--- src/design/huffman_table_encoder_bit_packer_defines.svh ---
// Assertion macros shared by the Huffman table encoder and bit packer.
// Include this header by its bare name; it depends on nothing else.
`ifndef HUFFMAN_TABLE_ENCODER_BIT_PACKER_DEFINES_SVH
`define HUFFMAN_TABLE_ENCODER_BIT_PACKER_DEFINES_SVH

// Same-cycle implication, disabled while reset is asserted.
`define HTEBP_ASSERT_IMPL(label, clk, rstn, ante, cons) \
    label: assert property (@(posedge clk) disable iff (!(rstn)) (ante) |-> (cons)) \
        else $error("htebp assertion failed");

// Next-cycle implication, disabled while reset is asserted.
`define HTEBP_ASSERT_NEXT(label, clk, rstn, ante, cons) \
    label: assert property (@(posedge clk) disable iff (!(rstn)) (ante) |=> (cons)) \
        else $error("htebp assertion failed");

`endif

--- src/design/htebp_pkg.sv ---
// Shared types, constants and helper functions for the Huffman table encoder.
// Used by the front end, the operation queue, the packer and the top level.
`timescale 1ns / 1ps

package htebp_pkg;

    localparam int TABLE_DEPTH  = 256;
    localparam int IDX_W        = (TABLE_DEPTH > 1) ? $clog2(TABLE_DEPTH) : 1;
    localparam int MAX_CODE_LEN = 32;
    localparam int WORD_W       = 32;
    localparam int LEN_W        = 6;
    localparam int SYM_W        = 8;
    localparam int CMD_W        = 2;
    localparam int PEND_W       = 7;
    localparam int PCNT_W       = 3;
    localparam int ACC_W        = PEND_W + WORD_W;
    localparam int NSUM_W       = 6;
    localparam int LEFT_W       = 3;
    localparam int TOTAL_W      = 32;
    localparam int BYTE_W       = 8;
    localparam int CNT_W        = 4;
    localparam int QUEUE_DEPTH  = 4;
    localparam int QPTR_W       = $clog2(QUEUE_DEPTH);
    localparam int QCNT_W       = $clog2(QUEUE_DEPTH + 1);

    localparam logic [CMD_W-1:0] CMD_LOAD   = 2'd0;
    localparam logic [CMD_W-1:0] CMD_ENCODE = 2'd1;
    localparam logic [CMD_W-1:0] CMD_FLUSH  = 2'd2;

    localparam logic [CNT_W-1:0] FULL_BYTE_COUNT = 4'd8;

    typedef enum logic [1:0] {
        OP_ENCODE  = 2'd0,
        OP_UNKNOWN = 2'd1,
        OP_FLUSH   = 2'd2
    } op_kind_t;

    // Table entry: code bits already reversed so the first code bit is bit 0,
    // and masked to the code length.
    typedef struct packed {
        logic [LEN_W-1:0]  len;
        logic [WORD_W-1:0] bits;
    } table_entry_t;

    typedef struct packed {
        op_kind_t          kind;
        logic [LEN_W-1:0]  len;
        logic [WORD_W-1:0] bits;
    } op_t;

    typedef struct packed {
        logic [BYTE_W-1:0]  data_byte;
        logic [CNT_W-1:0]   valid_bits;
        logic               last;
        logic               unknown;
        logic [TOTAL_W-1:0] total;
    } result_t;

    function automatic logic [WORD_W-1:0] bit_reverse(input logic [WORD_W-1:0] w);
        logic [WORD_W-1:0] r;
        for (int i = 0; i < WORD_W; i++) begin
            r[i] = w[WORD_W-1-i];
        end
        return r;
    endfunction

    function automatic logic [WORD_W-1:0] low_mask(input logic [LEN_W-1:0] len);
        logic [WORD_W:0] m;
        m = ((WORD_W+1)'(1) << len) - (WORD_W+1)'(1);
        return m[WORD_W-1:0];
    endfunction

endpackage

--- src/design/htebp_queue.sv ---
// Short queue of classified operations between the front end and the packer.
// Depends on htebp_pkg for the operation type and the queue depth.
`timescale 1ns / 1ps

module htebp_queue (
    input  logic           aclk,
    input  logic           aresetn,
    input  logic           push_valid,
    output logic           push_ready,
    input  htebp_pkg::op_t push_data,
    output logic           pop_valid,
    input  logic           pop_ready,
    output htebp_pkg::op_t pop_data
);

    htebp_pkg::op_t entries [htebp_pkg::QUEUE_DEPTH];

    logic [htebp_pkg::QPTR_W-1:0] wr_ptr_reg;
    logic [htebp_pkg::QPTR_W-1:0] rd_ptr_reg;
    logic [htebp_pkg::QCNT_W-1:0] count_reg;
    logic [htebp_pkg::QCNT_W-1:0] count_next;
    logic                         do_push;
    logic                         do_pop;

    assign push_ready = (count_reg != htebp_pkg::QCNT_W'(htebp_pkg::QUEUE_DEPTH));
    assign pop_valid  = (count_reg != '0);
    assign do_push    = push_valid && push_ready;
    assign do_pop     = pop_valid && pop_ready;
    assign pop_data   = entries[rd_ptr_reg];

    always_comb begin
        count_next = count_reg;
        if (do_push && !do_pop) begin
            count_next = count_reg + 1'b1;
        end else if (do_pop && !do_push) begin
            count_next = count_reg - 1'b1;
        end
    end

    always_ff @(posedge aclk) begin
        if (do_push) begin
            entries[wr_ptr_reg] <= push_data;
        end
    end

    always_ff @(posedge aclk) begin
        if (!aresetn) begin
            wr_ptr_reg <= '0;
            rd_ptr_reg <= '0;
            count_reg  <= '0;
        end else begin
            if (do_push) begin
                wr_ptr_reg <= wr_ptr_reg + 1'b1;
            end
            if (do_pop) begin
                rd_ptr_reg <= rd_ptr_reg + 1'b1;
            end
            count_reg <= count_next;
        end
    end

endmodule

--- config.mk ---
export PLATFORM = sky130hd
export DESIGN_NAME = htebp_queue
export DESIGN_NICKNAME = d
export VERILOG_FILES = /design/src/design/huffman_table_encoder_bit_packer_defines.svh /design/src/design/htebp_pkg.sv /design/src/design/htebp_queue.sv
export SDC_FILE = /design/constraint.sdc
export NUM_CORES = 1
export LEC_CHECK = 0
export BUFFER_PORTS_ARGS = -buffer_cell sky130_fd_sc_hd__buf_2
export CAP_MARGIN = 20
export CORE_MARGIN = 2
export CORE_UTILIZATION = 57
export DETAILED_ROUTE_END_ITERATION = 10
export GPL_ROUTABILITY_DRIVEN = 0
export PLACE_DENSITY_LB_ADDON = 0.05
export SETUP_SLACK_MARGIN = 0.1
export SKIP_CTS_REPAIR_TIMING = 1
export SLEW_MARGIN = 20
export SYNTH_ARGS = -nofsm -noshare
export SYNTH_HDL_FRONTEND = slang
export SYNTH_SLANG_ARGS = --single-unit
--- constraint.sdc ---
create_clock -name aclk -period 2.47 [get_ports aclk]
set_input_delay 0.1235 -clock aclk [delete_from_list [all_inputs] [get_ports aclk]]
set_output_delay 0.1235 -clock aclk [all_outputs]
set_load 0.05 [all_outputs]
Word level (Yosys, flattened, before mapping):

Memories as Yosys holds them, arrays and structs flattened. A register that Yosys moved wholly into a read port is not among the register bits.
Index checks and enable logic that the tools add are counted.

* register bits: 7
* RAM bits: 160
* output and inout bits: 42
* memories kept: 1

* add/sub/neg operators: 4
* equality and inequality tests: 1
* mux-type cells: 6
* reduce and logical (&&, ||, !) cells: 8

Memory list
* entries: depth 4, width 40, read ports 1, clocked after Yosys merged registers in 1, wr ports 1, line htebp_queue.sv:16 `htebp_pkg::op_t entries [htebp_pkg::QUEUE_DEPTH];`

Operator list (number)
* 3-bit two-way mux: 2
* 2-bit by 1-bit adder with 2-bit output, second input constant: 2
* 1-bit logical AND: 4
* 2-bit two-way mux: 2
* 3-bit by 1-bit adder with 3-bit output, second input constant: 1
* 3-bit inequality test, second input constant: 1
* 3-bit nonzero test: 1
* 3-bit by 1-bit subtractor with 3-bit output, second input constant: 1
* 1-bit zero test: 2
* 1-bit two-way mux: 2
* 2-bit nonzero test: 1

Logic depth before layout (Yosys ltp):

Gate-level depths: netlist of run 1.

* depth in word-level cells: 6
* depth in mapped cells: 8

Worst setup path before layout of run 1:

No wires, ideal clock.

* path kind: register to register
* start: reg count_reg[0] in the netlist's numbering
* end: mem entries[1][0] in the netlist's numbering, enable pin
* library setup time: 401 ps
* arrival: 1867 ps
* path slack: 202 ps
* stages on the path, launching flop included: 4
* clock period less this slack: 2268 ps
* cell sequence: dfxtp_1 -> nor2_1 -> a21boi_2 -> and2_1

* cells in the longest elaborated chain, start to end: 4

RTL lines
* start, declared: line htebp_queue.sv:20 `logic [htebp_pkg::QCNT_W-1:0] count_reg;`
* start signal, assigned: line htebp_queue.sv:58 `count_reg <= count_next;`
* 3-bit inequality test: line htebp_queue.sv:25 `assign push_ready = (count_reg != htebp_pkg::QCNT_W'(htebp_pkg::QUEUE_DEPTH));`
* 1-bit logical AND: line htebp_queue.sv:27 `assign do_push = push_valid && push_ready;`
* net do_push: line htebp_queue.sv:22 `logic do_push;`
* 1-bit two-way mux: line htebp_queue.sv:41 `if (do_push) begin`
* 1-bit two-way mux (implied by the code): line htebp_queue.sv:42 `entries[wr_ptr_reg] <= push_data;`
* end, declared: line htebp_queue.sv:16

The timed path passes the listed nets, and every way through them passes these cells.

==> reports/results.ini, run 1 <==
[placed_design]
dp_slack_ns=0.3200
post_dp_cell_area_mm2=0.006980
io_buffers=85
dp_hpwl_mm=6.288

[synth]
yosysWarnings=0
syn_inst=257
syn_area_mm2=0.006312
syn-num-nets=307
ys_types=23
ys_seq_elements=169
syn_area_per_cell_um2=24.56
synth-seq-area-share_pct=78.97

[grt]
grt_max_degree=35
track_usage_pct=19.27
grt_pass1_vias=3041
grt_pass1_wl_mm=16.06
antenna_found_initial=0
grt-ovfl-total=0

[clock_network]
clk_pin_slew_worst_paths_ns=0.06
cts_root_buf=clkbuf_8
clkLatencyLatePin_ns=0.52
clk_path_buf_depth=2
cts_sinks=169
h-tree-depth=4
cts_buffers=17
cts_tree=built

[sta]
layout_setup_ws_ns=0.2469
holdWs_ns=0.03340
finalMaxSlewViolations=0
finalSetupViolCount=0
skew_ns=0.007226
fmax_ghz=0.4498
hold_violations=0
finalCritPeriodShare_pct=90.00
maxSlewHeadroom_pct=62.06
rsz0062_at_grt=no
final.min_clock_period_ns=2.223
worstMarginPinSlew_ns=0.5691
setup-tns-final_ns=0

[route]
route.detailed.drc=0
drtAntennaViolNets=0
drtPass1Iterations=5
post_drt_wl_per_cell_um=18.84
wirelength_mm=10.51
via_per_inst=5.400
vias=3013
drtIter0Drc=168

[die]
die_area_mm2=0.01193
num_io_pins=86
rows=38
die_x_um=109.2
initial_core_util_pct=58.23
chipHeight_um=109.2
core_area_mm2=0.01084

[critical_path]
critical_path_arrival_ns=2.10
reg2reg_to=count_reg[2]$_SDFFE_PN0P_
rr_startpoint=count_reg[0]$_SDFFE_PN0P_
crit_fanout=15
r2r_setup_slack_ns=0.32
start_kind=register
rr_worst_depth=8
end_kind=primary output
required_ns=2.35
path_class=register to primary output

[pwr]
sw_frac_of_total_pct=34.21
combPwrFrac_pct=31.4
p_per_area_mw_per_mm2=1130
p_sw_mw=3.077
p_leak_nw=2.738
p_clk_share_pct=27.7
pwr-share-seq_pct=41.0
intPower_mw=5.918
irDropWorstVdd_v=0.0007756

[cells_and_area]
fillerInstances=660
final_common_cell=edfxtp_1
design_area_mm2=0.007958
drive_gt1_share_pct=42.34
final_cell_mix=160 x edfxtp_1, 85 x buf_2, 41 x dlygate4sd3_1
finalNetCount=455
n_antenna_cell=0
largest_register_ff_count=160
area_growth_pct=26.07

[run_status]
status=completed

[worst_hold_path]
hold_start=pop_ready
hold_class=primary input to register
whs_path_depth=4

[job]
cap_violations=0

==> power by group through the flow <==
stage               logic, mW  clock network [mW]  registers, mW
global placement         2.79                   0           3.74
finish                   2.82                2.49           3.68
CTS                      2.81                2.54           3.70
floorplan                2.35                   0           3.63
detailed placement       2.80                   0           3.76
global route             2.99                2.67           3.73
==> worst max path at each step <==
| stage | start | endpoint | slack [ns] | cells past startpoint |
|---|---|---|---|---|
| 5_1_grt | register | pop_data[32] | 0.11 | 3 |
| 2_1_floorplan | count_reg[0]$_SDFFE_PN0P_ | entries[1][0]$_DFFE_PP_ | 0.20 | 3 |
| 3_5_place_dp | count_reg[0]$_SDFFE_PN0P_ | count_reg[2]$_SDFFE_PN0P_ | 0.32 | 8 |
| 3_3_place_gp | count_reg[0]$_SDFFE_PN0P_ | count_reg[2]$_SDFFE_PN0P_ | 0.40 | 8 |
| 4_1_cts | register | pop_data[32] | 0.18 | 3 |
| 6_report | register | pop_data[32] | 0.25 | 3 |
==> metal layers <==
layer / vias up / wire (um) / global-route usage (%)
met2: 79 / 5420 / 31.19
met1: 1552 / 4440 / 24.63
met4: 0 / 123 / 6.239
met5: - / 0 / 0
li1: 1371 / - / -
met3: 11 / 527 / 6.934
==> cell type report <==
cell class	count	area [um^2]	area share, %
sequential	169	4990	62.70
multi-input combinational	75	1206	15.16
timing repair buffer	139	1008	12.67
clock buffer	18	417.9	5.252
tap	140	175.2	2.201
clock inverter	14	148.9	1.871
inverter	3	11.26	0.1415
==> cells by family after synthesis <==
kind of cell             synth area share, %
flip-flops                             78.97
multiplexers                           14.75
AND/OR/NAND/NOR                        1.447
buffers and inverters                  2.002
adder cells (fa/ha/maj)                1.308
AO/OA/AOI/OAI                         0.9713
XOR/XNOR                              0.5551
==> critical path: stages, from the launching register on <==
cell and delay [ns]:
dfxtp_4 0.55, buf_4 0.27, mux4_2 0.52, buf_2 0.23
==> cells in the mapped netlist, drive strengths merged <==
library cell	number	share of area, %
buf	9	1.8
mux2i	3	0.48
xor2	1	0.14
clkbuf	1	0.059
o311ai	1	0.26
and2	8	0.79
or3	2	0.20
edfxtp	160	76
inv	3	0.18
dfxtp	9	2.9
o31ai	1	0.34
mux4	40	14
nor2b	1	0.099
ha	5	0.99
nor2	1	0.059
a21boi	2	0.30
nand2	5	0.30
xnor2	3	0.42
fa	1	0.32
o21ai	1	0.079
==> per-stage QoR <==
step	cells	power [mW]	util [%]
after floorplan	257	5.982	-
after global placement	485	6.529	64.39
after detailed placement	485	6.554	64.39
after CTS	517	9.047	69.62
after global routing	558	9.385	73.41
final	558	8.996	73.41
Power figures use the tool's default switching activity.
==> run 2, diff against run 1 <==
==> constraint.sdc (replaced) <==
create_clock -name aclk -period 2.47 [get_ports aclk]
set_input_delay 0.1235 -clock aclk [delete_from_list [all_inputs] [get_ports aclk]]
set_output_delay 0.1235 -clock aclk [all_outputs]
set_load 0.005 [all_outputs]
==> run 2 against run 1 <==
  * Worst hold slack gained 0.021 ns
  * Register-to-register slack barely moved
  * Non-clock buffer count decreased by 2
  * Sequential power is essentially flat
  * Wire length down 0.85%
  * Critical path type unchanged
  * Largest cell class unchanged
==> reports/results.ini, run 2 (synthesized netlist as in run 1, its figures left out) <==
[run_status]
status=completed

[critical_path]
start_kind=register
critPathMaxStageDelay_ns=0.56  ; about the same
critical_path_arrival_ns=2.04  ; -0.06 ns
crit_fanout=30  ; +15
path_cells=buf_12, mux4_2, buf_2
cpMaxStageDelayCell=mux4_2
required_ns=2.35  ; about the same
rr_worst_depth=8  ; unchanged
path_class=register to primary output
end_kind=primary output

[grt]
gr-usage-met1_pct=25.23  ; +0.59 points
use_met2_pct=28.62  ; -2.6 points
grt_pass1_wl_mm=15.56  ; -3.1%
track_usage_pct=18.61  ; -0.66 points
grt-ovfl-total=0  ; unchanged
grt_pass1_vias=2948  ; -3.1%
grtUsageMet3_pct=7.113  ; +0.18 points
busiest_layer=met2
antenna_found_initial=0  ; unchanged
grt_max_degree=41  ; +17%

[worst_hold_path]
hold_class=primary input to register
whs_path_depth=4  ; unchanged

[job]
cap_violations=0  ; unchanged

[sta]
rsz0062_at_grt=no
finalCritPeriodShare_pct=87.51  ; -2.5 points
finalSetupViolCount=0  ; unchanged
maxSlewHeadroom_pct=68.53  ; +6.5 points
finalMaxSlewViolations=0  ; unchanged
worstMarginPinSlew_ns=0.4720  ; -0.09707 ns
hold_violations=0  ; unchanged
setup-tns-final_ns=0  ; unchanged
skew_ns=0.005879  ; -0.001347 ns
layout_setup_ws_ns=0.3086  ; +0.06166 ns
final.min_clock_period_ns=2.161  ; -0.06166 ns
fmax_ghz=0.4627  ; +2.9%

[route]
drtAntennaViolNets=0  ; unchanged
wirelength_mm=10.42  ; -0.85%
route.detailed.drc=0  ; unchanged
post_drt_wl_per_cell_um=18.78  ; -0.31%
drtIter0Drc=136  ; -19%
via_per_inst=5.411  ; +0.21%
vias=3003  ; -0.33%
drtPass1Iterations=4  ; -1

[die]
chipHeight_um=109.2  ; unchanged
num_io_pins=86  ; unchanged
rows=38  ; unchanged
die_area_mm2=0.01193  ; unchanged
die_x_um=109.2  ; unchanged
core_area_mm2=0.01084  ; unchanged
initial_core_util_pct=58.23  ; unchanged

[pwr]
irDropWorstVdd_v=0.0005199  ; -33%
p_per_area_mw_per_mm2=1013  ; -10%
power_mw=8.066  ; -10%
p_leak_nw=2.753  ; +0.54%

[clock_network]
clk_pin_slew_worst_paths_ns=0.06  ; about the same
cts_root_buf=clkbuf_8
clkLatencyLatePin_ns=0.51  ; about the same
cts_tree=built
cts_sinks=169  ; unchanged
h-tree-depth=4  ; unchanged
clk_path_buf_depth=2  ; unchanged
cts_buffers=17  ; unchanged

[cells_and_area]
design_area_mm2=0.007959  ; about the same
area_growth_pct=26.09  ; about the same
fillerInstances=647  ; -2.0%
final_common_cell=edfxtp_1
final_cell_mix=160 x edfxtp_1, 85 x buf_2, 41 x dlygate4sd3_1
drive_gt1_share_pct=41.69  ; -0.66 points
finalNetCount=453  ; -0.44%
n_antenna_cell=0  ; unchanged
largest_register_ff_count=160  ; unchanged

[placed_design]
post_dp_cell_area_mm2=0.006928  ; -0.75%
dp_slack_ns=0.3225  ; +0.002518 ns
io_buffers=85  ; unchanged
dp_hpwl_mm=6.019  ; -4.3%

-- run 2: cell count changes in the layout (fill, tap and decap cells not counted) --
| cell | delta |
|---|---|
| buf_4 | +1 |
| inv_6 | -2 |
| clkinvlp_4 | -3 |
| bufinv_16 | +3 |
| buf_12 | -3 |
| clkbuf_1 | +1 |
-- run 2: critical path, delay by kind of cell (launching register included) --
kind | cells | cell delay (ns)
mux | 1 | 0.56
flops | 1 | 0.51
buf+inv | 2 | 0.45
-- run 2: through the flow --
step | hold slack, ns | std cells | utilization [%]
2_1_floorplan | 0.2224 | 257 | -
3_3_place_gp | 0.3330 | 483 | 63.91
3_5_place_dp | 0.3394 | 483 | 63.91
4_1_cts | -0.2070 | 514 | 69.63
5_1_grt | 0.05759 | 555 | 73.42
6_report | 0.05432 | 555 | 73.42
-- run 2: final timing paths --
path | from | to | slack [ns]
setup / recovery | register | pop_data[29] | 0.31
hold / removal | pop_ready | register | 0.05
setup reg to reg | count_reg[1]$_SDFFE_PN0P_ | count_reg[2]$_SDFFE_PN0P_ | 0.31
hold reg to reg | wr_ptr_reg[0]$_SDFFE_PN0P_ | wr_ptr_reg[0]$_SDFFE_PN0P_ | 0.50
-- run 2: metal layers --
| layer | routed length [um] | up-vias |
|---|---|---|
| li1 | - | 1373 |
| met3 | 540 | 7 |
| met4 | 93 | 0 |
| met2 | 5169 | 79 |
| met1 | 4618 | 1544 |
| met5 | 0 | - |
-- run 2: cell type report --
| type | count | area, um^2 | area share (%) |
|---|---|---|---|
| sequential | 169 | 4990 | 62.69 |
| multi-input combinational | 75 | 1206 | 15.15 |
| timing repair buffer | 137 | 955.9 | 12.01 |
| clock buffer | 19 | 421.7 | 5.298 |
| clock inverter | 12 | 198.9 | 2.500 |
| tap | 140 | 175.2 | 2.201 |
| inverter | 3 | 11.26 | 0.1415 |
-- run 2: where the power goes --
group          switching (mW)  internal [mW]
logic                   0.711          0.942
clock network            1.01           1.74
registers               0.182           3.49
