[config.mk]
export PLATFORM = sky130hd
export DESIGN_NAME = htebp_packer
export DESIGN_NICKNAME = d
export VERILOG_FILES = /design/src/design/huffman_table_encoder_bit_packer_defines.svh /design/src/design/htebp_pkg.sv /design/src/design/htebp_packer.sv
export SDC_FILE = /design/constraint.sdc
export NUM_CORES = 1
export LEC_CHECK = 0
export BUFFER_PORTS_ARGS = -buffer_cell sky130_fd_sc_hd__buf_2
export CORE_ASPECT_RATIO = 1.1
export CORE_UTILIZATION = 60
export CTS_BUF_LIST = sky130_fd_sc_hd__clkbuf_16
export DETAILED_ROUTE_END_ITERATION = 7
export GPL_TIMING_DRIVEN = 0
export PLACE_DENSITY = 0.81
export REMOVE_ABC_BUFFERS = 1
export SLEW_MARGIN = 0
export SYNTH_ARGS = -nofsm -noshare
export SYNTH_HDL_FRONTEND = slang
export SYNTH_SLANG_ARGS = --single-unit
[constraint.sdc]
create_clock -name aclk -period 6.2 [get_ports aclk]
set_clock_uncertainty 0.05 [all_clocks]
set_input_delay 0.62 -clock aclk [delete_from_list [all_inputs] [get_ports aclk]]
set_output_delay 0.62 -clock aclk [all_outputs]
set_load 0.01 [all_outputs]
[src/design/huffman_table_encoder_bit_packer_defines.svh]
// Assertion macros shared by the Huffman table encoder and bit packer.
// Include this header by its bare name; it depends on nothing else.
`ifndef HUFFMAN_TABLE_ENCODER_BIT_PACKER_DEFINES_SVH
`define HUFFMAN_TABLE_ENCODER_BIT_PACKER_DEFINES_SVH

// Same-cycle implication, disabled while reset is asserted.
`define HTEBP_ASSERT_IMPL(label, clk, rstn, ante, cons) \
    label: assert property (@(posedge clk) disable iff (!(rstn)) (ante) |-> (cons)) \
        else $error("htebp assertion failed");

// Next-cycle implication, disabled while reset is asserted.
`define HTEBP_ASSERT_NEXT(label, clk, rstn, ante, cons) \
    label: assert property (@(posedge clk) disable iff (!(rstn)) (ante) |=> (cons)) \
        else $error("htebp assertion failed");

`endif

[src/design/htebp_pkg.sv]
// Shared types, constants and helper functions for the Huffman table encoder.
// Used by the front end, the operation queue, the packer and the top level.
`timescale 1ns / 1ps

package htebp_pkg;

    localparam int TABLE_DEPTH  = 256;
    localparam int IDX_W        = (TABLE_DEPTH > 1) ? $clog2(TABLE_DEPTH) : 1;
    localparam int MAX_CODE_LEN = 32;
    localparam int WORD_W       = 32;
    localparam int LEN_W        = 6;
    localparam int SYM_W        = 8;
    localparam int CMD_W        = 2;
    localparam int PEND_W       = 7;
    localparam int PCNT_W       = 3;
    localparam int ACC_W        = PEND_W + WORD_W;
    localparam int NSUM_W       = 6;
    localparam int LEFT_W       = 3;
    localparam int TOTAL_W      = 32;
    localparam int BYTE_W       = 8;
    localparam int CNT_W        = 4;
    localparam int QUEUE_DEPTH  = 4;
    localparam int QPTR_W       = $clog2(QUEUE_DEPTH);
    localparam int QCNT_W       = $clog2(QUEUE_DEPTH + 1);

    localparam logic [CMD_W-1:0] CMD_LOAD   = 2'd0;
    localparam logic [CMD_W-1:0] CMD_ENCODE = 2'd1;
    localparam logic [CMD_W-1:0] CMD_FLUSH  = 2'd2;

    localparam logic [CNT_W-1:0] FULL_BYTE_COUNT = 4'd8;

    typedef enum logic [1:0] {
        OP_ENCODE  = 2'd0,
        OP_UNKNOWN = 2'd1,
        OP_FLUSH   = 2'd2
    } op_kind_t;

    // Table entry: code bits already reversed so the first code bit is bit 0,
    // and masked to the code length.
    typedef struct packed {
        logic [LEN_W-1:0]  len;
        logic [WORD_W-1:0] bits;
    } table_entry_t;

    typedef struct packed {
        op_kind_t          kind;
        logic [LEN_W-1:0]  len;
        logic [WORD_W-1:0] bits;
    } op_t;

    typedef struct packed {
        logic [BYTE_W-1:0]  data_byte;
        logic [CNT_W-1:0]   valid_bits;
        logic               last;
        logic               unknown;
        logic [TOTAL_W-1:0] total;
    } result_t;

    function automatic logic [WORD_W-1:0] bit_reverse(input logic [WORD_W-1:0] w);
        logic [WORD_W-1:0] r;
        for (int i = 0; i < WORD_W; i++) begin
            r[i] = w[WORD_W-1-i];
        end
        return r;
    endfunction

    function automatic logic [WORD_W-1:0] low_mask(input logic [LEN_W-1:0] len);
        logic [WORD_W:0] m;
        m = ((WORD_W+1)'(1) << len) - (WORD_W+1)'(1);
        return m[WORD_W-1:0];
    endfunction

endpackage

[src/design/htebp_packer.sv]
// Back end: appends code bits to the pending bits; emits one byte per cycle while
// its output is free. Depends on htebp_pkg; takes operations from htebp_queue.
`timescale 1ns / 1ps

module htebp_packer (
    input  logic              aclk,
    input  logic              aresetn,
    input  logic              op_valid,
    output logic              op_ready,
    input  htebp_pkg::op_t    op_data,
    output logic              res_valid,
    input  logic              res_ready,
    output htebp_pkg::result_t res_data
);

    logic [htebp_pkg::ACC_W-1:0]   acc_reg, acc_next;
    logic [htebp_pkg::PCNT_W-1:0]  pend_n_reg, pend_n_next;
    logic [htebp_pkg::LEFT_W-1:0]  left_reg, left_next;
    logic [htebp_pkg::TOTAL_W-1:0] total_reg, total_next;
    logic                          res_valid_reg, res_valid_next;
    htebp_pkg::result_t            res_reg, res_next;

    logic                          out_free;
    logic [htebp_pkg::ACC_W-1:0]   acc_new;
    logic [htebp_pkg::NSUM_W-1:0]  n_sum;
    logic [htebp_pkg::LEFT_W-1:0]  nbytes;
    logic [htebp_pkg::TOTAL_W:0]   total_sum;
    logic [htebp_pkg::TOTAL_W-1:0] total_new;

    assign out_free = !res_valid_reg || res_ready;

    assign acc_new = htebp_pkg::ACC_W'(acc_reg[htebp_pkg::PEND_W-1:0])
                   | (htebp_pkg::ACC_W'(op_data.bits) << pend_n_reg);
    assign n_sum   = htebp_pkg::NSUM_W'(pend_n_reg) + op_data.len;
    assign nbytes  = n_sum[htebp_pkg::NSUM_W-1:3];

    assign total_sum = {1'b0, total_reg} + (htebp_pkg::TOTAL_W+1)'(op_data.len);
    assign total_new = total_sum[htebp_pkg::TOTAL_W] ? '1 : total_sum[htebp_pkg::TOTAL_W-1:0];

    always_comb begin
        acc_next       = acc_reg;
        pend_n_next    = pend_n_reg;
        left_next      = left_reg;
        total_next     = total_reg;
        res_valid_next = res_valid_reg && !res_ready;
        res_next       = res_reg;
        op_ready       = 1'b0;

        if (left_reg != '0) begin
            // Draining the bytes of the current code.
            if (out_free) begin
                res_valid_next      = 1'b1;
                res_next.data_byte  = acc_reg[htebp_pkg::BYTE_W-1:0];
                res_next.valid_bits = htebp_pkg::FULL_BYTE_COUNT;
                res_next.last       = (left_reg == htebp_pkg::LEFT_W'(1));
                res_next.unknown    = 1'b0;
                res_next.total      = total_reg;
                acc_next            = acc_reg >> htebp_pkg::BYTE_W;
                left_next           = left_reg - 1'b1;
            end
        end else if (op_valid) begin
            case (op_data.kind)
                htebp_pkg::OP_ENCODE: begin
                    op_ready    = 1'b1;
                    total_next  = total_new;
                    pend_n_next = n_sum[htebp_pkg::PCNT_W-1:0];
                    if (nbytes != '0 && out_free) begin
                        res_valid_next      = 1'b1;
                        res_next.data_byte  = acc_new[htebp_pkg::BYTE_W-1:0];
                        res_next.valid_bits = htebp_pkg::FULL_BYTE_COUNT;
                        res_next.last       = (nbytes == htebp_pkg::LEFT_W'(1));
                        res_next.unknown    = 1'b0;
                        res_next.total      = total_new;
                        acc_next            = acc_new >> htebp_pkg::BYTE_W;
                        left_next           = nbytes - 1'b1;
                    end else begin
                        acc_next  = acc_new;
                        left_next = nbytes;
                    end
                end
                htebp_pkg::OP_UNKNOWN: begin
                    if (out_free) begin
                        op_ready            = 1'b1;
                        res_valid_next      = 1'b1;
                        res_next.data_byte  = '0;
                        res_next.valid_bits = '0;
                        res_next.last       = 1'b1;
                        res_next.unknown    = 1'b1;
                        res_next.total      = total_reg;
                    end
                end
                htebp_pkg::OP_FLUSH: begin
                    if (out_free) begin
                        op_ready            = 1'b1;
                        res_valid_next      = 1'b1;
                        res_next.data_byte  = htebp_pkg::BYTE_W'(acc_reg[htebp_pkg::PEND_W-1:0]);
                        res_next.valid_bits = htebp_pkg::CNT_W'(pend_n_reg);
                        res_next.last       = 1'b1;
                        res_next.unknown    = 1'b0;
                        res_next.total      = total_reg;
                        acc_next            = '0;
                        pend_n_next         = '0;
                    end
                end
                default: begin
                    op_ready = 1'b1;
                end
            endcase
        end
    end

    always_ff @(posedge aclk) begin
        res_reg <= res_next;
        if (!aresetn) begin
            acc_reg       <= '0;
            pend_n_reg    <= '0;
            left_reg      <= '0;
            total_reg     <= '0;
            res_valid_reg <= 1'b0;
        end else begin
            acc_reg       <= acc_next;
            pend_n_reg    <= pend_n_next;
            left_reg      <= left_next;
            total_reg     <= total_next;
            res_valid_reg <= res_valid_next;
        end
    end

    assign res_valid = res_valid_reg;
    assign res_data  = res_reg;

endmodule

# Word level (Yosys, flattened, before mapping)

Cells that the tools add are included.

Register bits after elaboration: 124
Output and inout port bits: 48
Logic and storage cells: 74

Equal/unequal tests: 8
Shift operators: 1
Bitwise gates (word level): 2
Reduce and logical (&&, ||, !) cells: 19
$add $sub $neg: 4
Muxes and demuxes: 30

Operators by type and width:

| operator                                             | count |
|---|---|
| two-way mux 46 bit                                   | 6 |
| two-way mux 39 bit                                   | 5 |
| case mux 46 bit (3 select lines)                     | 1 |
| case mux 39 bit (2 select lines)                     | 1 |
| OR 7 x 39 -> 39 bit                                  | 1 |
| << shifter 32 x 3 -> 39 bit                          | 1 |
| adder 32 x 6 -> 33 bit                               | 1 |
| two-way mux 32 bit                                   | 1 |
| two-way mux 3 bit                                    | 6 |
| nonzero test 3 bit                                   | 3 |
| two-way mux 1 bit                                    | 8 |
| AND reduction 4 bit                                  | 2 |
| adder 3 x 6 -> 6 bit                                 | 1 |
| equality test 3 x 1 -> 1 bit (second input constant) | 2 |
| != test 2 bit (second input constant)                | 3 |
| case mux 3 bit (2 select lines)                      | 1 |
| AND reduction 3 bit                                  | 2 |
| AND reduction 6 bit                                  | 1 |
| nonzero test 2 bit                                   | 3 |
| subtractor 3 x 1 -> 3 bit (second input constant)    | 2 |
| nonzero test 4 bit                                   | 1 |
| != test 3 bit (second input constant)                | 1 |
| equality test 2 x 1 -> 1 bit (second input constant) | 1 |
| equality test 2 bit (second input constant)          | 1 |
| 7 further kinds                                      | 9 |

# Logic depth before layout (Yosys ltp)

Gate-level depths: netlist of the first run.

Depth in word-level cells: 7
Gate-level depth with buffers: 13
Mapped depth without buffers: 12

# Worst setup path after synthesis of the first run

No wires, ideal clock.

Kind: input port to flip-flop
Start: input port op_data[32] (netlist name)
End: register res_reg, in the netlist res_data[0], enable pin
Stages on the path: 11
Data arrival time: 4.502 ns
Setup slack: 1.198 ns
Setup time: 0.450 ns
Buffers on the path: 0
Cells stage by stage: ha_1 fa_1 a21oi_1 o21ai_0 and2_1 ha_1 ha_1 nor2_2 mux2_2 a21oi_1 nor2_1

Word-level cells in the longest chain between the ends: 5

Ends and longest elaborated chain:

| element                              | line                | RTL |
|---|---|---|
| start: declaration                   | htebp_packer.sv:10  | `input htebp_pkg::op_t op_data,` |
| adder 3 x 6 -> 6 bit                 | htebp_packer.sv:34  | `assign n_sum = htebp_pkg::NSUM_W'(pend_n_reg) + op_data.len;` |
| nonzero test 3 bit                   | htebp_packer.sv:67  | `if (nbytes != '0 && out_free) begin` |
| logical AND 1 bit                    | htebp_packer.sv:67  |  |
| != test 3 bit (no source line)       | --                  |  |
| AND reduction 6 bit (no source line) | --                  |  |
| end signal: assignment               | htebp_packer.sv:113 | `res_reg <= res_next;` |
| end: declaration                     | htebp_packer.sv:21  | `htebp_pkg::result_t res_reg, res_next;` |

Every way passes these cells.
A chain may end at the register's enable or synchronous reset.

# Worst setup path after layout of the first run

Start: register pend_n_reg[2] (netlist name)
End: register res_reg, in the netlist res_data[27], enable pin

Word-level cells in the longest chain between the ends: 5

Ends and longest elaborated chain:

| element                              | line                | RTL |
|---|---|---|
| start: declaration                   | htebp_packer.sv:17  | `logic [htebp_pkg::PCNT_W-1:0] pend_n_reg, pend_n_next;` |
| start signal: assignment             | htebp_packer.sv:122 | `pend_n_reg <= pend_n_next;` |
| adder 3 x 6 -> 6 bit                 | htebp_packer.sv:34  |  |
| nonzero test 3 bit                   | htebp_packer.sv:67  |  |
| logical AND 1 bit                    | htebp_packer.sv:67  |  |
| != test 3 bit (no source line)       | --                  |  |
| AND reduction 6 bit (no source line) | --                  |  |

Every way passes these cells.

==> results of run 1 <==
cell families after synthesis:
logic type,Yosys count,synth area share (%)
AOI/OAI and AO/OA,349,29.0
DFF,124,36.6
buffers and inverters,97,5.47
xor gates and xnor gates,6,0.653
muxes,63,11.8
adders and majority gates,21,3.45
and+or+nand+nor,188,13.0
area by class of cell:
class	instances	area, um2
clock inverters	13	130
repair buffers	97	593
fillers	978	4000
clock buffers	19	475
inverters	30	113
flip-flops and latches	124	2950
well taps	161	201
multi-input cells	627	4700
worst max-delay path: cells and delay by family (launching register included):
family / cells / cell delay [ns]
adders and majority gates: 3 / 0.92
DFF: 1 / 1.14
muxes: 1 / 0.24
xor gates and xnor gates: 1 / 0.26
and+or+nand+nor: 2 / 0.90
AOI/OAI and AO/OA: 2 / 0.35
buffers and inverters: 2 / 0.36
final timing paths:
path	to	slack (ns)	start
worst max-delay path	res_data[27]$_DFFE_PP_	1.67	pend_n_reg[2]$_SDFFE_PN0P_
worst min register to register	acc_reg[34]$_SDFFE_PN0P_	0.40	acc_reg[34]$_SDFFE_PN0P_
worst max register to register	res_data[27]$_DFFE_PP_	1.67	pend_n_reg[2]$_SDFFE_PN0P_
worst min-delay path	acc_reg[34]$_SDFFE_PN0P_	0.40	acc_reg[34]$_SDFFE_PN0P_
synthesized netlist by cell type, types with 5 or more instances:
cell type  instances
o21a_1             8
o22a_1            17
inv_1             28
a21oi_1          109
a21o_1             5
buf_4              9
a31oi_1           16
mux2_2             5
o2bb2ai_1         12
nor3_1             9
a211oi_1          11
a311oi_1          11
clkbuf_1          35
mux2i_1           33
and4_1             6
or3_1              9
o21ai_0           86
nand3_1            9
nand2_1           63
nor2_1            33
a22oi_1            5
nand2b_1          10
mux4_2            25
edfxtp_1          46
o31ai_1            6
buf_2             15
and2_1             5
ha_1              19
a221oi_1           6
and3_1             9
dfxtp_1           78
a22o_1            11
nand4_1            6
where the power goes:
part / switching [mW] / internal, mW
registers: 0.107 / 1.17
logic: 0.997 / 0.540
clock network: 0.352 / 0.665
total: 1.46 / 2.38
per-layer routing:
metal / wire, um / vias to the layer above
met5: 0 / -
met4: 611 / 0
met3: 1510 / 54
met2: 10200 / 379
met1: 8400 / 3499
li1: - / 3391
per-stage QoR:
stage | total power, mW | worst slack [ns]
2_1_floorplan | 2.23 | 0.105
3_3_place_gp | 2.69 | -1.40
3_5_place_dp | 2.80 | 1.74
4_1_cts | 3.82 | 1.72
5_1_grt | 4.04 | 1.46
6_report | 3.84 | 1.67
==> reports/results.txt, run 1 <==
The via count was 7323. Setup violations remaining at the end of the flow were counted as 0. The tools report the count of synthesis-stage warnings from yosys as 0. The first global-routing pass estimated 32900 um of wire.

Once detailed placement completed, the half-perimeter wirelength came to 13800 um. The synthesized design devotes to its leading area cell type 19.4% of total area. For this design the ratio of total power to cell area is 419 nW/um2. By startpoint and endpoint, the worst setup path is classified as register to register.

The run finished with clean final reports. In this run, CTS created clock tree buffers numbering 17. The die outline area is 13900 um2, and the highest net fanout along the worst path is 31. The largest single stage delay on the critical path is 1.14 ns. Summed over all cells, the static leakage comes to 3.38 nW.

Subtracting the final worst setup slack from the clock period gives 4.53 ns. IR analysis of the VDD net gives a maximum drop of 0.252 mV. The primary flip-flop cell chosen by synthesis mapping is dfxtp_1. After detailed routing, the total wire length is 20700 um. In the finished design, the share of the clock period the worst path needs comes to 73.1%. The clock latency reported for the late side of the worst-skew pair is 0.43 ns. The class of the tightest hold or removal check was register to register.

For the area of the mapped netlist, the log shows 8050 um2. The maximum number of buffers from clock root to sink was 2. The via count of the first global-routing pass is 6569, and the detail-routed net length per standard cell is 19.3 um.

The flip-flop and latch count after synthesis came out at 124. At the end of routability-driven placement, the weighted congestion stood at 0.883. The most frequent cell on the critical path was ha_1. Hold repair after CTS inserted 0 buffers. The tightest hold path in the finished design has a slack of 0.401 ns. In this run the number of H-tree levels came out at 4.

The master of the slowest instance on the critical path is dfxtp_1. After the last flow step, the layout net total stands at 962. For the global routing usage on met2, the log shows 53.0%.

Most common cell after layout, fill and taps aside: a21oi_1. For this block, the initial DRC count from the detailed router was 638. Setup repair after global routing left no endpoint under its margin. The logs give 16.9% for the worst slew slack as a fraction of its limit and 9160 um2 for the area of all placed cells without fillers. The placed instances occupy a cell area of 8550 um2.

Derived from the worst setup path, the maximum achievable clock frequency is 221 MHz. The tools report the count of instances resized after the clock tree is built as 0. The worst hold path was traced through 2 stages.

STA puts the critical path data required time at 6.28 ns. In the final layout, the share of cells above drive strength 1 is 20.9%. The number of enable-type register cells in the synthesized netlist is 46, and the logic depth of the worst register-to-register path is 11. The root cell of the clock tree is clkbuf_16.

Dividing the synthesized area by the synthesized cell count gives 9.49 um2. The worst path arrival time came out at 4.61 ns. For this configuration, the core starts out at a cell density of 61.2%.

The flip-flop count of the largest register, all copies and words added was 46. The busiest metal layer after global routing was met2. In the layout the commonest cells are a21oi_1, buf_2, o21ai_0, dfxtp_1, nand2_1.

Post-CTS timing repair inserted 0 buffers for setup. The repair_antennas step left the layout with diodes totalling 0. Port buffering added 91 buffers.

Kind of launch point of the worst setup path: a register. The die is 112 um wide. The first TritonRoute pass finished after 5 iterations. For the number of antenna violations at the first check in global routing, the log shows 0. The final routed DRC violation total came out at 0. From synthesis to final layout, the design area changed by 13.8%. In this run the vertical extent of the chip is 123 um.

The worst-margin pin slew was 1.25 ns; the average vias per placed instance was 6.84. For this run, the register share of the synthesized area comes to 36.6%. The total area inside the core boundary comes to 13200 um2. The count of cells in the finished layout, fillers not included, comes to 1071. Ranked by total cell area, the synthesized netlist is headed by dfxtp_1, edfxtp_1, mux4_2. CTS saw 124 sinks. The worst setup path is captured at a register. The tool flagged a number of max-cap violations equal to 0. Entering global routing, the biggest net connects 44 pins. Global routing used 37.3% of the available met1 tracks. The async set-or-reset flop fraction in the synthesized netlist came out at 0%. TritonCTS built the clock tree. The run gives 0 as the total count of hold-check failures in the final report.

The biggest area contributor in the post-synthesis netlist is dfxtp_1. The synthesized netlist cell count is 848. The boundary pin count is 92, and the number of nets with antenna violations after detailed routing is 0. The number of max-slew violations in the final report is 0, and the global routing met3 resource utilization is 4.75%. The floorplan has 44 rows. Summed over all layers, the global routing overflow is 0. The signal on the critical path passes through ha_1, a21oi_1, xnor2_1, inv_1, ha_1, ha_1, nor2_2, mux2_2, a21oi_1, nor2_4, buf_12. After detailed placement, the design holds a cell count of 1039. For this run, the total global-route usage over all layers was measured as 30.3%. The post-layout utilization of the core is 69.6%, and the post-route setup TNS is 0 ns.

The clock-pin slew reported for the worst setup and hold paths after clock tree synthesis works out to 0.05 ns. Synthesis instantiated 81 different standard cells from the library.
No activity file was read; power rests on OpenSTA's default activity.
==> inputs of run 2 (changes only) <==
clock period = 4.2 ns   (was 6.2 ns; I/O delays follow)
==> run 2 against run 1 <==
Compared with the run above: sequential share of layout area about the same; global-route usage about the same; worst setup slack worse by 1.3 ns; wire length rose by 0.26%.
==> reports/results.txt, run 2 (synthesized netlist as in run 1, its figures left out) <==
The flow ran to the end, and the final reports show no timing, DRC or antenna violations. The critical hold path startpoint is op_data[32]. The smallest clock period supported by the final layout is computed as 3.88 ns. The die covers 13900 um2. For this run, the total global-route usage over all layers was measured as 30.3%. The logs give 0 for the number of max-slew violations in the final report and 61.2% for the initial core utilization. Non-filler instance count after layout: 1072.

The power density over the cells was 618 nW/um2. The worst register-to-register path begins at pend_n_reg[1]$_SDFFE_PN0P_. The later pin in the worst-skew pair is clocked with a latency of 0.43 ns. The logs give 258 MHz for the peak clock frequency supported by timing and 1039 for the total instance count after detailed placement. The longest clock path from root to sink contains 2 buffers. VDD sags by at most 0.353 mV. The via count was 7312; the x dimension of the die was 112 um.

At the pin with the least slew margin, the transition time is 1.07 ns. After the first detailed-routing iteration, the DRC count stood at 640. The kind of end point of the critical path was a register. The total power came out at 5.67 mW.

The most common cell after layout, fill and taps aside was a21oi_1. The area of placed instances is 8550 um2, and the total number of H-tree levels is 4. The number of antenna violations at the first check in global routing was 0; the share of layout cells above drive strength 1 was 21.2%. The tools report the fill cell instance count of the final layout as 976. For the HPWL after detailed placement, the log shows 13800 um. STA classifies the critical path startpoint as a register.

The class of the tightest hold or removal check is input port to register. Pin placement for this block handled 92 I/O pins. For the worst slew slack as a fraction of its limit, the log shows 28.4%. TritonCTS built the clock tree.

The antenna diode count is 0, and the flip-flop count of the largest register, all copies and words added is 46. The number of buffers created by CTS is 17, and the fraction of the cycle the final worst path needs is 92.3%. For hold timing, the worst endpoint is pend_n_reg[0]$_SDFFE_PN0P_.

The analysis attributes to cell leakage a power of 3.38 nW. From synthesis to final layout, the design area changed by 13.9%. For this run the aggregate overflow at the end of global routing stands at 0.

After routing the design area is 9170 um2. For the total count of hold-check failures in the final report, the log shows 0. The logic depth of the worst register-to-register path was 11; the number of nets with antenna violations after detailed routing was 0. The number of placement rows is 44, and the number of hold buffers added after CTS is 0. Leaving out fill and tap cells, the most frequent cells in the layout are a21oi_1, buf_2, o21ai_0, dfxtp_1, nand2_1. Setup repair after global routing left no endpoint under its margin. Counting instances, the worst hold path has a depth of 4. The routed design has 20800 um of wire. After floorplanning, the core was sized to cover 13200 um2. The final layout contains 963 nets. The setup path with the least slack is of type register to register. Along the worst path, the maximum fanout reaches 43. For the number of clock sinks, the log shows 124. STA puts the critical path data arrival time at 4.18 ns. The die height was 123 um. The first global-routing pass estimated 32900 um of wire. The tools report the register-to-register path setup slack as 0.32 ns. The tools report the root cell of the clock tree as clkbuf_16.

The pin count of the biggest net entering global routing is 44, and the clock-pin slew reported for the worst setup and hold paths after clock tree synthesis is 0.06 ns. In the final routed layout, each cell accounts on average for 19.4 um. The via count of the first global-routing pass is 6567, and the required time reported for the critical path endpoint is 4.50 ns.

Across the run, the number of max-cap violations was 0. The count of final setup violators is 0. The worst register-to-register path ends at acc_reg[11]$_SDFFE_PN0P_. Using the TritonRoute via totals, the vias-per-cell ratio works out to 6.82. The first detailed-routing pass took 5 iterations. Routability-driven placement finished with a final weighted congestion of 0.883. In the routed design, unresolved DRC markers number 0. The count of buffers inserted at the top-level ports works out to 91.
## run 2: worst max-delay path by stage
stage / start / endpoint / slack (ns)
detailed placement: pend_n_reg[2]$_SDFFE_PN0P_ / res_data[29]$_DFFE_PP_ / -0.26
global placement: pend_n_reg[0]$_SDFFE_PN0P_ / res_data[23]$_DFFE_PP_ / -3.40
finish: pend_n_reg[1]$_SDFFE_PN0P_ / acc_reg[11]$_SDFFE_PN0P_ / 0.32
CTS: pend_n_reg[1]$_SDFFE_PN0P_ / res_data[29]$_DFFE_PP_ / 0.03
floorplan: pend_n_reg[0]$_SDFFE_PN0P_ / res_data[0]$_DFFE_PP_ / -1.89
global route: pend_n_reg[1]$_SDFFE_PN0P_ / acc_reg[11]$_SDFFE_PN0P_ / 0.11
## run 2: layout make-up
cell class	count	area [um2]	share of cell area, %
multi-input combinational	627	4700	51.3
inverter	30	113	1.23
tap	161	201	2.20
sequential	124	2950	32.2
clock inverter	13	130	1.42
clock buffer	19	475	5.18
timing repair buffer	98	601	6.55
## run 2: what timing repair did
action | in CTS | in global routing
setup endpoints to repair | 51 | 36
gates cloned | 0 | 0
pin swaps | 0 | 1
buffers inserted | 0 | 1
gates resized for setup | 2 | 1
## run 2: critical path, cell delays in order, from the launching register on
cell and delay [ns]:
dfxtp_4 0.72, ha_1 0.34, a21o_1 0.17, a21oi_1 0.24, xnor2_1 0.26, inv_1 0.09, ha_1 0.22, ha_1 0.26
nor2_2 0.40, nand2_1 0.53, o22a_1 0.37, a21oi_1 0.15
## run 2: through the flow
stage	TNS, ns	setup slack (ns)	hold WS (ns)	utilization (%)
2_1_floorplan	-87.18	-1.89	0.382	-
3_3_place_gp	-183.72	-3.40	0.390	63.7
3_5_place_dp	-8.48	-0.259	0.398	65.0
4_1_cts	0	0.0336	0.360	69.6
5_1_grt	0	0.112	0.399	69.7
6_report	0	0.323	0.364	69.7
## run 2: report_power, final
| group | leakage (nW) | switching [mW] | internal [mW] |
|---|---|---|---|
| registers | 1.11 | 0.159 | 1.73 |
| logic | 1.96 | 1.47 | 0.804 |
| clock network | 0.312 | 0.523 | 0.982 |
| total | 3.38 | 2.15 | 3.52 |
## run 2: routing by layer
| metal | vias up | track usage [%] | share of wire [%] |
|---|---|---|---|
| met5 | - | 0 | 0 |
| met2 | 345 | 53.1 | 50 |
| li1 | 3391 | - | - |
| met3 | 41 | 4.66 | 6.6 |
| met1 | 3535 | 37.4 | 41 |
| met4 | 0 | 13.4 | 2.4 |
==> inputs of run 3 (changes only) <==
ABC_AREA = 1   (was default)
PLACE_DENSITY = 0.8   (was 0.81)
==> run 3 against run 2 <==
Compared with the run above: core utilization increased by 0.70 points; cell count increased by 42%; hold slack got worse by 0.027 ns; worst setup slack got worse by 0.11 ns; synthesized area increased by 3.8%; sequential share of layout area decreased by 0.85 points; maximum frequency decreased by 2.7%; via count increased by 17%; final area increased by 2.7%; power increased by 3.7%; critical path type unchanged; critical endpoint is now res_data[23]$_DFFE_PP_; largest cell class unchanged.
==> reports/results.txt, run 3 <==
Kind of end point of the critical path: a register. The routed layout has 8546 vias. Counting the fill cells in the layout gives 1219. The tools report the global-route congestion overflow total as 0. The number of buffers created by CTS came out at 17.

The most common cell after layout, fill and taps aside was nand2_1. nand2_1 is the most common cell in the netlist. IR analysis of the VDD net gives a maximum drop of 0.341 mV.

The final layout contains routed wiring with a total length of 21800 um. Class of the tightest hold or removal check: input port to register. In this run, synthesis produced a sequential element count of 124. The run gives 0 as the total count of hold-check failures in the final report. The run gives 35.2% as the proportion of synthesized chip area in sequential cells. Summing all non-filler instances in the final layout gives an area of 9420 um2.

The x dimension of the die was 115 um; the global-route wire length before repair was 35900 um. Summing the areas of all fa, ha and maj instances in the mapped netlist gives 3.33% of the synthesized area. In this run the number of H-tree levels came out at 4. After the last flow step, the layout net total stands at 1393.

In this run the deepest clock path goes through 2 buffers. The post-synthesis share of cell area spent on and, or, nand and nor gates is 34.1%. Synthesis produced 1275 cells. The via count of the first global-routing pass was 7800. The cell count of the worst hold path is 4, and the pin count of the biggest net entering global routing is 49. The die outline area was 14400 um2; the non-filler instance count after layout was 1525.

The flip-flop count of the largest register, all copies and words added is 46. In this run, synthesis inferred 46 flip-flops with an integrated enable. The total of max-cap violations is 0, and the number of optimization iterations in the first detailed-route pass is 6.

The count of final setup violators was 0; the shortest period the worst path allows was 3.98 ns. The congestion estimate from routability-driven global placement came to 0.906. TritonCTS built the clock tree. The detail-routed net length per standard cell came out at 14.3 um.

Number of max-slew violations in the final report: 0. After synthesis, the largest family of logic cells by area is simple AND/OR/NAND/NOR gates. For the worst-skew pair, the clock arrives at the later sink with an insertion delay of 0.42 ns. In this run the power density over the cells is 624 nW/um2. The die is 126 um tall. STA classifies the critical path startpoint as a register. For this run, the total global-route usage over all layers was measured as 31.4%. The count of buffers added on input and output ports is 91.

0 antenna diodes ended up in the layout. For this design, the CTS-stage hold fixing added 0 buffers. Global routing consumed, on the met3 layer, 4.91% of the routing resources.

The run gives 4.45 nW as the leakage power total. The post-synthesis cell type with the largest combined area was dfxtp_1. In the layout the commonest cells are nand2_1, inv_1, nand3_1, a21oi_1, o21ai_0. Setup repair after global routing left no endpoint under its margin. For the count of synthesis-stage warnings from yosys, the log shows 0. In this run the most used layer during global routing was met2. Primary flip-flop cell chosen by synthesis mapping: dfxtp_1. The number of different library cells used by synthesis comes to 43.

Required time reported for the critical path endpoint: 4.32 ns. During I/O placement, the number of pins put on the boundary was 92. Along the worst path, the maximum fanout reaches 43. The number of antenna violations at the first check in global routing was 0.

The fraction of the cycle the final worst path needs works out to 94.8%. The initialized floorplan defines 44 standard-cell rows. The peak clock frequency supported by timing is 251 MHz. Ranked by instance count, the synthesized netlist is headed by nand2_1, inv_1, nand3_1, a21oi_1, o21ai_0. The flow ran to the end, and the final reports show no timing, DRC or antenna violations. In this run the tightest slew margin relative to its limit is 21.5%.

Relative to the synthesized area, the layout overhead comes to 12.8%. The average vias per placed instance was 5.60. The cell area that synthesis handed to floorplanning was 8350 um2.

In this run the remaining antenna-violating nets after routing total 0. The final routed DRC violation total came out at 0. In the global route stage, met2 resource usage came out at 55.8%. The first routing iteration left 717 violations.

The initial core utilization is 62.4%. For the worst flop-to-flop path, the logic depth is 10. For met1 alone, demand over resource in global routing was 36.8%. The tools report the root cell of the clock tree as clkbuf_16. The HPWL after detailed placement is 14600 um. The share of the synthesized netlist area taken by xor and xnor gates is 0.839%, and the core area is 13400 um2.

The synthesized netlist devotes 15.5% of its cell area to compound gates. The share of synthesized area spent on multiplexers was 0.120%; the share of layout cells above drive strength 1 was 12.7%. The worst setup path is of the register to register kind.

The async set-or-reset flop fraction in the synthesized netlist is 0%, and the total instance count after detailed placement is 1493. Clock-pin slew was measured on the worst setup and hold paths at 0.06 ns. The design draws 5.88 mW. Measured on the finished design, the core utilization comes to 70.4%.

The tree built by TritonCTS fans out to 124 sinks. Dividing the synthesized area by the synthesized cell count gives 6.55 um2. After synthesis, the largest area contributor takes up 18.7% of total cell area. Area of placed instances: 8830 um2. The worst-margin pin slew was 1.18 ns. Data arrives at the worst endpoint at 4.11 ns. By area the synthesized netlist is led by dfxtp_1, nand2_1, edfxtp_1.
[run 3: changes by cell type after synthesis, sizes merged, moves of 29 or more]
cell	before	now
mux2i	33	1
inv	29	158
nand2	63	392
nor2	34	100
o21ai	89	118
nand3	11	126
[run 3: path summary, 6_finish.rpt]
kind,from,to,slack (ns)
hold reg to reg,acc_reg[31]$_SDFFE_PN0P_,acc_reg[31]$_SDFFE_PN0P_,0.41
setup reg to reg,left_reg[0]$_SDFFE_PN0P_,res_data[23]$_DFFE_PP_,0.22
setup / recovery,left_reg[0]$_SDFFE_PN0P_,res_data[23]$_DFFE_PP_,0.22
hold / removal,op_valid,res_valid$_SDFF_PN0_,0.34
[run 3: layer usage]
metal,vias up,wire length (um)
met5,-,0
met4,0,580
met3,53,1360
met2,319,10900
met1,3916,8980
li1,4258,-
[run 3: critical path, stage by stage, from the launching register on]
cell and delay [ns]:
dfxtp_1 0.32, inv_1 0.10, ha_1 0.22, nand2_2 0.55, nor2_4 0.94, inv_1 0.39
o21ai_0 0.44, a311oi_4 0.14, buf_8 0.23, buf_8 0.15, buf_8 0.16
[run 3: kinds of logic (layout without fill, tap and decap cells)]
| logic type | Yosys count | count (layout) |
|---|---|---|
| and+or+nand+nor | 659 | 659 |
| AOI/OAI and AO/OA | 242 | 242 |
| buffers and inverters | 220 | 286 |
| DFF | 124 | 124 |
| adders and majority gates | 21 | 21 |
| xor gates and xnor gates | 8 | 8 |
| muxes | 1 | 1 |
[run 3: cell type report]
| class | count | area (um2) | area share [%] |
|---|---|---|---|
| Inverter | 158 | 593 | 6.30 |
| Clock inverter | 12 | 75.1 | 0.797 |
| Sequential cell | 124 | 2950 | 31.3 |
| Tap cell | 184 | 230 | 2.44 |
| Multi-Input combinational cell | 931 | 4540 | 48.2 |
| Timing Repair Buffer | 96 | 536 | 5.69 |
| Clock buffer | 20 | 500 | 5.31 |
[run 3: what timing repair did]
item,4_1_cts,5_1_grt
endpoints found under the hold margin,0,0
endpoints found under the setup margin,61,19
resized for setup,4,1
pin swaps,0,1
buffers inserted,0,0
[run 3: where the power goes]
group,internal (mW),total [mW],switching [mW]
Clock,0.898,1.42,0.524
Combinational,0.810,2.51,1.70
Sequential,1.74,1.95,0.206
Total,3.45,5.88,2.43
[run 3: through the flow]
step | setup TNS (ns) | hold slack [ns] | setup WS (ns)
2_1_floorplan | -111.67 | 0.395 | -2.43
3_3_place_gp | -211.13 | 0.405 | -4.42
3_5_place_dp | -12.54 | 0.406 | -0.396
4_1_cts | 0 | 0.330 | 0.166
5_1_grt | 0 | 0.395 | 0.000891
6_report | 0 | 0.338 | 0.217
